<file path="config.mk">
export PLATFORM = sky130hd
export DESIGN_NAME = median_ema_alert_conditioner
export DESIGN_NICKNAME = d
export VERILOG_FILES = /design/src/design/meac_pkg.sv /design/src/design/meac_datapath.sv /design/src/design/meac_ctrl.sv /design/src/design/median_ema_alert_conditioner.sv
export SDC_FILE = /design/constraint.sdc
export NUM_CORES = 2
export LEC_CHECK = 0
export ABC_AREA = 1
export BUFFER_PORTS_ARGS = -buffer_cell sky130_fd_sc_hd__buf_2
export CAP_MARGIN = 10
export CORE_ASPECT_RATIO = 0.8
export CORE_MARGIN = 10
export CORE_UTILIZATION = 35
export CTS_CLUSTER_DIAMETER = 40
export CTS_CLUSTER_SIZE = 20
export DETAILED_ROUTE_END_ITERATION = 12
export GPL_ROUTABILITY_DRIVEN = 0
export PLACE_DENSITY = 0.5
export SYNTH_ARGS = -nofsm -noshare
export SYNTH_HDL_FRONTEND = slang
export SYNTH_HIERARCHICAL = 1
export SYNTH_SLANG_ARGS = --single-unit
</file>
<file path="constraint.sdc">
create_clock -name i_clk -period 7 [get_ports i_clk]
set_input_delay 0.35 -clock i_clk [delete_from_list [all_inputs] [get_ports i_clk]]
set_output_delay 0.35 -clock i_clk [all_outputs]
set_load 0.005 [all_outputs]
</file>
<file path="src/design/meac_pkg.sv">
// package for median_ema_alert_conditioner
// shared types, constants and the controller/datapath command struct
package meac_pkg;

    localparam int WINDOW_DEF   = 5;
    localparam int DEBOUNCE_DEF = 3;

    localparam logic [1:0] LVL_NORMAL = 2'd0;
    localparam logic [1:0] LVL_WARN   = 2'd1;
    localparam logic [1:0] LVL_ALERT  = 2'd2;

    localparam logic [1:0] MODE_FULL   = 2'd0;
    localparam logic [1:0] MODE_MEDIAN = 2'd1;
    localparam logic [1:0] MODE_EMA    = 2'd2;
    localparam logic [1:0] MODE_BYPASS = 2'd3;

    localparam logic [2:0] REG_MODE        = 3'd0;
    localparam logic [2:0] REG_ALPHA       = 3'd1;
    localparam logic [2:0] REG_TEMP_WARN   = 3'd2;
    localparam logic [2:0] REG_TEMP_ALARM  = 3'd3;
    localparam logic [2:0] REG_TEMP_BAND   = 3'd4;
    localparam logic [2:0] REG_LIGHT_WARN  = 3'd5;
    localparam logic [2:0] REG_LIGHT_ALARM = 3'd6;
    localparam logic [2:0] REG_LIGHT_BAND  = 3'd7;

    typedef enum logic [2:0] {
        ST_IDLE,
        ST_SORT,
        ST_EMA,
        ST_CLASS,
        ST_OUT
    } t_state;

    typedef struct packed {
        logic load;
        logic sort_step;
        logic ema;
        logic classify;
    } t_cmd;

    typedef struct packed {
        logic use_median;
        logic sort_done;
    } t_status;

endpackage

</file>
<file path="src/design/meac_datapath.sv">
// datapath: saturation, median windows, ema, classifiers and debounce
// depends on meac_pkg
module meac_datapath #(
    parameter int WINDOW   = meac_pkg::WINDOW_DEF,
    parameter int DEBOUNCE = meac_pkg::DEBOUNCE_DEF
) (
    input  logic              i_clk,
    input  logic              i_rst_n,
    input  meac_pkg::t_cmd    i_cmd,
    output meac_pkg::t_status o_status,
    input  logic [7:0]        i_light,
    input  logic [15:0]       i_temp,
    input  logic [15:0]       i_humid,
    input  logic              i_cfg_we,
    input  logic [2:0]        i_cfg_idx,
    input  logic [7:0]        i_cfg_data,
    output logic [119:0]      o_result
);
    import meac_pkg::*;

    localparam int PW = $clog2(WINDOW);
    localparam int FW = $clog2(WINDOW + 1);
    localparam int DW = $clog2(DEBOUNCE + 1);

    logic [1:0] r_mode;
    logic [7:0] r_alpha;
    logic signed [6:0] r_tw, r_ta;
    logic [4:0] r_tb;
    logic [6:0] r_lw, r_la;
    logic [5:0] r_lb;

    logic signed [15:0] r_lwin [WINDOW];
    logic signed [15:0] r_twin [WINDOW];
    logic signed [15:0] r_hwin [WINDOW];
    logic [PW-1:0] r_pos;
    logic [FW-1:0] r_fill;

    // sort buffers
    logic signed [15:0] r_ls [WINDOW];
    logic signed [15:0] r_ts [WINDOW];
    logic signed [15:0] r_hs [WINDOW];
    logic [FW-1:0] r_cnt;

    logic signed [15:0] n_ls [WINDOW];
    logic signed [15:0] n_ts [WINDOW];
    logic signed [15:0] n_hs [WINDOW];

    logic signed [15:0] r_l, r_t, r_h;
    logic signed [15:0] r_lavg, r_tavg, r_havg;
    logic r_started;

    logic [1:0] r_tnow, r_tpend, r_lnow, r_lpend, r_ovp;
    logic [DW-1:0] r_tagree, r_lagree;
    logic [31:0] r_trise, r_lrise;
    logic [14:0] r_ol, r_ot, r_oh;
    logic [1:0] r_ov;
    logic r_chg;

    logic use_med, use_ema;
    assign use_med = (r_mode == MODE_FULL) || (r_mode == MODE_MEDIAN);
    assign use_ema = (r_mode == MODE_FULL) || (r_mode == MODE_EMA);

    logic signed [15:0] sat_l, sat_t, sat_h;
    always_comb begin
        sat_l = (i_light > 8'd100) ? 16'sd25600 : 16'({i_light, 8'd0});
        sat_t = $signed(i_temp);
        if (sat_t < -16'sd2560) sat_t = -16'sd2560;
        else if (sat_t > 16'sd15360) sat_t = 16'sd15360;
        sat_h = $signed(i_humid);
        if (sat_h < 16'sd0) sat_h = 16'sd0;
        else if (sat_h > 16'sd25600) sat_h = 16'sd25600;
    end

    // one odd-even transposition pass per step over the valid entries
    always_comb begin
        n_ls = r_ls; n_ts = r_ts; n_hs = r_hs;
        for (int i = 0; i + 1 < WINDOW; i++) begin
            if ((i[0] == r_cnt[0]) && (FW'(i + 1) < r_fill)) begin
                if (r_ls[i] > r_ls[i+1]) begin
                    n_ls[i] = r_ls[i+1]; n_ls[i+1] = r_ls[i];
                end
                if (r_ts[i] > r_ts[i+1]) begin
                    n_ts[i] = r_ts[i+1]; n_ts[i+1] = r_ts[i];
                end
                if (r_hs[i] > r_hs[i+1]) begin
                    n_hs[i] = r_hs[i+1]; n_hs[i+1] = r_hs[i];
                end
            end
        end
    end

    function automatic logic signed [15:0] ema(input logic signed [15:0] avg,
                                               input logic signed [15:0] s,
                                               input logic [7:0] al);
        logic signed [26:0] acc;
        acc = $signed({19'd0, al}) * 27'(s)
            + $signed(27'(9'd256 - {1'b0, al})) * 27'(avg) + 27'sd128;
        return acc[23:8];
    endfunction

    function automatic logic [1:0] classify(input logic signed [15:0] v,
                                            input logic [1:0] cur,
                                            input logic signed [8:0] w,
                                            input logic signed [8:0] a,
                                            input logic signed [8:0] b);
        logic signed [17:0] vv;
        logic [1:0] r;
        vv = 18'(v);
        r = cur;
        case (cur)
            LVL_NORMAL: if (vv >= 18'(w) * 18'sd256) r = LVL_WARN;
            LVL_WARN: begin
                if (vv >= 18'(a) * 18'sd256) r = LVL_ALERT;
                else if (vv < (18'(w) - 18'(b)) * 18'sd256) r = LVL_NORMAL;
            end
            default: if (vv < (18'(a) - 18'(b)) * 18'sd256) r = LVL_WARN;
        endcase
        return r;
    endfunction

    logic [1:0] ct, cl, tn, ln, tp, lp;
    logic [DW-1:0] ta, la;
    logic [1:0] ov;
    always_comb begin
        ct = classify(r_t, r_tnow, 9'(r_tw), 9'(r_ta), $signed({4'd0, r_tb}));
        cl = classify(r_l, r_lnow, $signed({2'd0, r_lw}), $signed({2'd0, r_la}),
                      $signed({3'd0, r_lb}));
        tn = r_tnow; tp = r_tpend; ta = r_tagree;
        if (ct == r_tnow) begin
            ta = '0; tp = r_tnow;
        end else begin
            if (ct == r_tpend) ta = r_tagree + DW'(1);
            else begin tp = ct; ta = DW'(1); end
            if (ta >= DW'(DEBOUNCE)) begin ta = '0; tn = ct; end
        end
        ln = r_lnow; lp = r_lpend; la = r_lagree;
        if (cl == r_lnow) begin
            la = '0; lp = r_lnow;
        end else begin
            if (cl == r_lpend) la = r_lagree + DW'(1);
            else begin lp = cl; la = DW'(1); end
            if (la >= DW'(DEBOUNCE)) begin la = '0; ln = cl; end
        end
        ov = (tn > ln) ? tn : ln;
    end

    always_ff @(posedge i_clk) begin
        if (!i_rst_n) begin
            r_mode <= MODE_FULL; r_alpha <= 8'd77;
            r_tw <= 7'sd28; r_ta <= 7'sd32; r_tb <= 5'd2;
            r_lw <= 7'd60; r_la <= 7'd75; r_lb <= 6'd5;
            for (int i = 0; i < WINDOW; i++) begin
                r_lwin[i] <= '0; r_twin[i] <= '0; r_hwin[i] <= '0;
            end
            r_pos <= '0; r_fill <= '0; r_cnt <= '0;
            r_lavg <= '0; r_tavg <= '0; r_havg <= '0; r_started <= 1'b0;
            r_tnow <= LVL_NORMAL; r_tpend <= LVL_NORMAL; r_tagree <= '0;
            r_lnow <= LVL_NORMAL; r_lpend <= LVL_NORMAL; r_lagree <= '0;
            r_ovp <= LVL_NORMAL; r_trise <= '0; r_lrise <= '0;
            r_ov <= LVL_NORMAL; r_chg <= 1'b0;
        end else begin
            if (i_cfg_we) begin
                unique case (i_cfg_idx)
                    REG_MODE:        r_mode  <= i_cfg_data[1:0];
                    REG_ALPHA:       r_alpha <= i_cfg_data;
                    REG_TEMP_WARN:   r_tw    <= i_cfg_data[6:0];
                    REG_TEMP_ALARM:  r_ta    <= i_cfg_data[6:0];
                    REG_TEMP_BAND:   r_tb    <= i_cfg_data[4:0];
                    REG_LIGHT_WARN:  r_lw    <= i_cfg_data[6:0];
                    REG_LIGHT_ALARM: r_la    <= i_cfg_data[6:0];
                    REG_LIGHT_BAND:  r_lb    <= i_cfg_data[5:0];
                    default: ;
                endcase
            end
            if (i_cmd.load) begin
                r_l <= sat_l; r_t <= sat_t; r_h <= sat_h;
                r_cnt <= '0;
                if (use_med) begin
                    for (int i = 0; i < WINDOW; i++) begin
                        r_ls[i] <= (PW'(i) == r_pos) ? sat_l : r_lwin[i];
                        r_ts[i] <= (PW'(i) == r_pos) ? sat_t : r_twin[i];
                        r_hs[i] <= (PW'(i) == r_pos) ? sat_h : r_hwin[i];
                    end
                    r_lwin[r_pos] <= sat_l; r_twin[r_pos] <= sat_t;
                    r_hwin[r_pos] <= sat_h;
                    r_pos <= (r_pos == PW'(WINDOW - 1)) ? '0 : r_pos + PW'(1);
                    if (r_fill != FW'(WINDOW)) r_fill <= r_fill + FW'(1);
                end
            end
            if (i_cmd.sort_step) begin
                r_ls <= n_ls;
                r_ts <= n_ts;
                r_hs <= n_hs;
                r_cnt <= r_cnt + FW'(1);
                if (o_status.sort_done) begin
                    r_l <= r_ls[r_fill >> 1]; r_t <= r_ts[r_fill >> 1];
                    r_h <= r_hs[r_fill >> 1];
                end
            end
            if (i_cmd.ema && use_ema) begin
                if (!r_started) begin
                    r_lavg <= r_l; r_tavg <= r_t; r_havg <= r_h;
                    r_started <= 1'b1;
                end else begin
                    r_lavg <= ema(r_lavg, r_l, r_alpha); r_l <= ema(r_lavg, r_l, r_alpha);
                    r_tavg <= ema(r_tavg, r_t, r_alpha); r_t <= ema(r_tavg, r_t, r_alpha);
                    r_havg <= ema(r_havg, r_h, r_alpha); r_h <= ema(r_havg, r_h, r_alpha);
                end
            end
            if (i_cmd.classify) begin
                r_tnow <= tn; r_tpend <= tp; r_tagree <= ta;
                r_lnow <= ln; r_lpend <= lp; r_lagree <= la;
                if (tn > r_tnow) r_trise <= r_trise + 32'd1;
                if (ln > r_lnow) r_lrise <= r_lrise + 32'd1;
                r_ov <= ov; r_chg <= (ov != r_ovp); r_ovp <= ov;
                r_ol <= r_l[14:0]; r_ot <= r_t[14:0]; r_oh <= r_h[14:0];
            end
        end
    end

    assign o_status.use_median = use_med;
    assign o_status.sort_done  = (r_cnt == FW'(WINDOW));
    assign o_result = {4'd0, r_lrise, r_trise, r_chg, r_ov, r_lnow, r_tnow,
                       r_oh, r_ot, r_ol};

`ifndef SYNTH
    a_fill_max: assert property (@(posedge i_clk) disable iff (!i_rst_n)
        r_fill <= FW'(WINDOW)) else $error("window fill overflow");
    a_agree_max: assert property (@(posedge i_clk) disable iff (!i_rst_n)
        r_tagree < DW'(DEBOUNCE) && r_lagree < DW'(DEBOUNCE))
        else $error("debounce count overflow");
    a_ov_max: assert property (@(posedge i_clk) disable iff (!i_rst_n)
        i_cmd.classify |=> r_ov == ((r_tnow > r_lnow) ? r_tnow : r_lnow))
        else $error("overall level mismatch");
`endif
endmodule

</file>
<file path="src/design/meac_ctrl.sv">
// controller state machine sequencing load, sort passes, ema and classify
// depends on meac_pkg
module meac_ctrl (
    input  logic              i_clk,
    input  logic              i_rst_n,
    input  logic              i_in_valid,
    output logic              o_in_ready,
    output logic              o_out_valid,
    input  logic              i_out_ready,
    input  meac_pkg::t_status i_status,
    output meac_pkg::t_cmd    o_cmd
);
    import meac_pkg::*;

    t_state r_state, n_state;

    always_ff @(posedge i_clk) begin
        if (!i_rst_n) r_state <= ST_IDLE;
        else          r_state <= n_state;
    end

    always_comb begin
        n_state = r_state;
        o_cmd = '0;
        o_in_ready = 1'b0;
        o_out_valid = 1'b0;
        unique case (r_state)
            ST_IDLE: begin
                o_in_ready = 1'b1;
                if (i_in_valid) begin
                    o_cmd.load = 1'b1;
                    n_state = i_status.use_median ? ST_SORT : ST_EMA;
                end
            end
            ST_SORT: begin
                o_cmd.sort_step = 1'b1;
                if (i_status.sort_done) n_state = ST_EMA;
            end
            ST_EMA: begin
                o_cmd.ema = 1'b1;
                n_state = ST_CLASS;
            end
            ST_CLASS: begin
                o_cmd.classify = 1'b1;
                n_state = ST_OUT;
            end
            ST_OUT: begin
                o_out_valid = 1'b1;
                if (i_out_ready) n_state = ST_IDLE;
            end
            default: n_state = ST_IDLE;
        endcase
    end

`ifndef SYNTH
    a_one_cmd: assert property (@(posedge i_clk) disable iff (!i_rst_n)
        $onehot0(o_cmd)) else $error("overlapping commands");
    a_load_idle: assert property (@(posedge i_clk) disable iff (!i_rst_n)
        o_cmd.load |=> r_state == ST_SORT || r_state == ST_EMA)
        else $error("load without progress");
    a_out_hold: assert property (@(posedge i_clk) disable iff (!i_rst_n)
        o_out_valid && !i_out_ready |=> o_out_valid) else $error("result dropped");
`endif
endmodule

</file>
<file path="src/design/median_ema_alert_conditioner.sv">
// sequence from input accept to result accept: sort passes when the median is in use,
// then ema, classify and out; ema-only and bypass modes skip the sort passes; the
// result then waits in out until m_axis_tready accepts it
// one word at a time: a new word is accepted only after the previous result is accepted
// reset: i_rst_n synchronous active low restores config registers to defaults, clears state
// top level; depends on meac_pkg, meac_ctrl, meac_datapath
module median_ema_alert_conditioner #(
    parameter int WINDOW   = meac_pkg::WINDOW_DEF,
    parameter int DEBOUNCE = meac_pkg::DEBOUNCE_DEF
) (
    input  logic         i_clk,
    input  logic         i_rst_n,
    input  logic         s_axis_tvalid,
    output logic         s_axis_tready,
    input  logic [39:0]  s_axis_tdata,  // light_sample, temp_sample, humid_sample
    output logic         m_axis_tvalid,
    input  logic         m_axis_tready,
    // light_filtered, temp_filtered, humid_filtered, temp_grade, light_grade,
    // overall_grade, grade_changed, temp_rises, light_rises
    output logic [119:0] m_axis_tdata,
    input  logic         i_cfg_we,
    input  logic [2:0]   i_cfg_idx,
    input  logic [7:0]   i_cfg_data
);
    import meac_pkg::*;

    t_cmd    cmd;
    t_status status;

    meac_ctrl u_ctrl (
        .i_clk(i_clk), .i_rst_n(i_rst_n),
        .i_in_valid(s_axis_tvalid), .o_in_ready(s_axis_tready),
        .o_out_valid(m_axis_tvalid), .i_out_ready(m_axis_tready),
        .i_status(status), .o_cmd(cmd)
    );

    meac_datapath #(.WINDOW(WINDOW), .DEBOUNCE(DEBOUNCE)) u_dp (
        .i_clk(i_clk), .i_rst_n(i_rst_n), .i_cmd(cmd), .o_status(status),
        .i_light(s_axis_tdata[7:0]), .i_temp(s_axis_tdata[23:8]),
        .i_humid(s_axis_tdata[39:24]),
        .i_cfg_we(i_cfg_we), .i_cfg_idx(i_cfg_idx), .i_cfg_data(i_cfg_data),
        .o_result(m_axis_tdata)
    );
endmodule

</file>
==> results by group <==
Timing
  • Final WS setup: 0.149 ns
  • Final setup fails: 0
  • RSZ-0062 raised after global routing: yes
  • Pins over their slew limit: 0
  • Clk_skew: ~0.058 ns
  • Worst-Margin Slew: about 1.2 ns
  • Max Clock Freq: between 0.1 and 0.15 GHz
  • Fin crit share: 0.979
  • Rel. slew slack: 0.203
  • Post-route minimum period: about 7 ns
  • WHS: 0.0601 ns
  • Hold Vio Cnt, Final: 0

Critical path
  • CP Class: reg -> reg
  • Worst endpoint data arrival time: 7.35 ns
  • Slowest stage cell, crit path: fa_1
  • Crit path required time: 7.50 ns
  • R2r startpoint: u_dp/r_alpha[0]
  • Worst setup EP type: flop
  • Worst Setup SP: u_dp/r_alpha[0]
  • FF-to-FF End: u_dp/r_h[11]
  • Crit start category: flop
  • CP max FO: 4
  • Most used cell, CP: fa_1
  • Worst path max stage delay: 0.55 ns
  • R2R cell count: 29
  • Worst Setup EP: u_dp/r_h[11]
  • Flop-to-flop setup slack: 0.15 ns

Detailed routing
  • Drt pass-1 iters: 6
  • Initial DRC count: 5,238
  • DR vias/cell: 5.24
  • Final wirelength: 250,000 µm
  • ANT nets after route: 0
  • DR DRC count: 0
  • Via count: a little under 60,000
  • Mean routed wirelength per cell: 22.1 µm

Global route
  • Overflow after GRT: 0
  • Vias in the first global route: 59,300
  • Total track usage: 0.221
  • Pin count of the biggest net entering global routing: between 100 and 150
  • First-pass GRT wire length: 376,000 µm
  • Initial antenna violation count: 13

Floorplan
  • Row cnt: 147
  • Height of the die: 421 µm
  • Die area: 220,000 µm²
  • Initial Utilization: 0.352
  • IO Count: 178
  • Core Box Area: 200,000 µm²
  • Die Wd: 522 µm

Yosys
  • Synthesized flop and latch total: just over 700
  • Dominant cell by count in the synthesized netlist: inv_1
  • Main area contributors after synthesis: edfxtp_1 22%, fa_1 22%, ha_1 11%
  • Synth top cells by count: 1,522 x inv_1, 1,515 x nand2_1, 775 x fa_1
  • FFs w/ async S/R, synth: 0
  • Synth Warn #: 6
  • Syn Area/Cell: 8.47 µm²
  • Top_reg_cell synth: edfxtp_1
  • Top cell type's share of synthesized area: 0.225
  • Yosys cell types: between 60 and 70
  • Post-synthesis instance area: 70,500 µm²
  • Syn Inst Count: approximately 8,300
  • Seq/Total Area, Yosys: 0.278
  • EDFF count, synth: 528
  • Biggest area consumer among synthesized cells: edfxtp_1

Run
  • Max_cap viols: 0

Place
  • Port Buffers: between 150 and 200
  • Dpl ws: -0.0434 ns
  • Dpl cells: 11,000
  • Detailed placement HPWL: 183,000 µm

Final layout
  • Final core utilization: 0.405
  • # nets final: 9,920
  • Area growth, synth to finish: 15.0%
  • Layout cells sized above 1: 0.101
  • Final std cells w/o fill: 11,300

Min path
  • Worst Hold Class: in -> reg

Run status
  • Status: completed

Clocking
  • Longest Clk Path Bufs: 3
  • CTS Buf Count: 143
  • H-tree depth: 4
  • Reg clk slew, reported paths: approximately 0.05 ns
  • CTS Sinks: 717
  • Clock latency on the worst-skew pair: 0.80 ns
  • Root Buffer Master: clkbuf_16
  • CTS tree: done
-- metal layers --
layer  wire length (µm)  vias to the layer above  track usage
met3              19200                      331       0.0395
met5                 38                        -            0
li1                   -                    27300            -
met1             115000                    29400        0.326
met2             108000                     2213        0.334
met4               6580                        6       0.0556
-- cells in the final DEF (no fill, tap or decap), drive strengths merged, types with 54 or more instances in the layout --
cell	instances
buf	421
inv	1580
a22oi	94
ha	594
a21oi	537
edfxtp	528
nand2	1521
nor2	666
clkinv	54
dfxtp	189
fa	775
o21ai	582
nor3	64
nand4	54
xnor2	57
o211ai	170
nand3	217
clkbuf	173
o22ai	56
-- repair_timing --
item / in CTS / in global routing
buffers inserted: 0 / 13
endpoints found under the hold margin: 50 / 0
resized for setup: 3 / 122
pin swaps: 0 / 32
endpoints found under the setup margin: 7 / 71
hold buffers: 12 / 0
gates cloned: 0 / 4
-- metrics by stage --
step / setup TNS, ns / cell area [µm²]
6_report: 0 / 81100
5_1_grt: -0.264 / 81100
4_1_cts: 0 / 80400
3_5_place_dp: -0.0478 / 75200
3_3_place_gp: 0 / 75200
2_1_floorplan: 0 / 70600
-- worst max-delay path: cells and delay by family, from the launching register on --
kind            cells  cell delay [ns]
flops               1             0.36
simple gates       13             1.70
compound gates      2             0.26
buf+inv             5             0.52
fa+ha+maj           9             3.69
-- worst min-delay path by stage --
stage                                 from               end  slack (ns)  depth (start not counted)
after floorplan                u_dp/r_h[0]      u_dp/r_oh[0]        0.42                          0
after global placement    u_dp/r_lrise[30]  u_dp/r_lrise[30]        0.46                          2
after detailed placement  u_dp/r_lrise[30]  u_dp/r_lrise[30]        0.47                          2
after CTS                     i_cfg_idx[0]    u_dp/r_mode[1]       0.008                          6
after global routing          i_cfg_idx[0]    u_dp/r_mode[1]        0.08                          6
final                         i_cfg_idx[0]    u_dp/r_mode[1]        0.06                          6
-- flip-flops by register name (all words and copies together), names as in the netlist, 8 cells and up --
register	flops
u_dp/r_h	16
u_dp/r_tavg	16
u_dp/r_ts	80
u_dp/r_t	16
u_dp/r_hwin	75
u_dp/r_ot	15
u_dp/r_lwin	40
u_dp/r_havg	16
u_dp/r_twin	80
u_dp/r_hs	80
u_dp/r_oh	15
u_dp/r_ls	80
u_dp/r_trise	32
u_dp/r_l	16
u_dp/r_alpha	8
u_dp/r_lavg	16
u_dp/r_lrise	32
u_dp/r_ol	15
-- cell families (layout without fill, tap and decap cells) --
group,Yosys count,count (layout),synth area share
simple gates,2559,2559,0.147
buf+inv,1983,2269,0.107
compound gates,1604,1604,0.131
fa+ha+maj,1369,1369,0.325
flops,717,717,0.278
xor+xnor,90,90,0.0112
other cells,1,13,0.0000532
-- area by class of cell --
class / instances / area [µm²]
fillers: 20300 / 119000
multi-input cells: 5631 / 43900
flip-flops and latches: 717 / 19700
inverters: 1565 / 5900
clock buffers: 169 / 3830
well taps: 2682 / 3360
repair buffers: 437 / 3200
clock inverters: 98 / 1220
diodes: 4 / 10.0
Power is not shown: default switching activity piles up to over one toggle a cycle in this logic, so the estimate is an artifact.
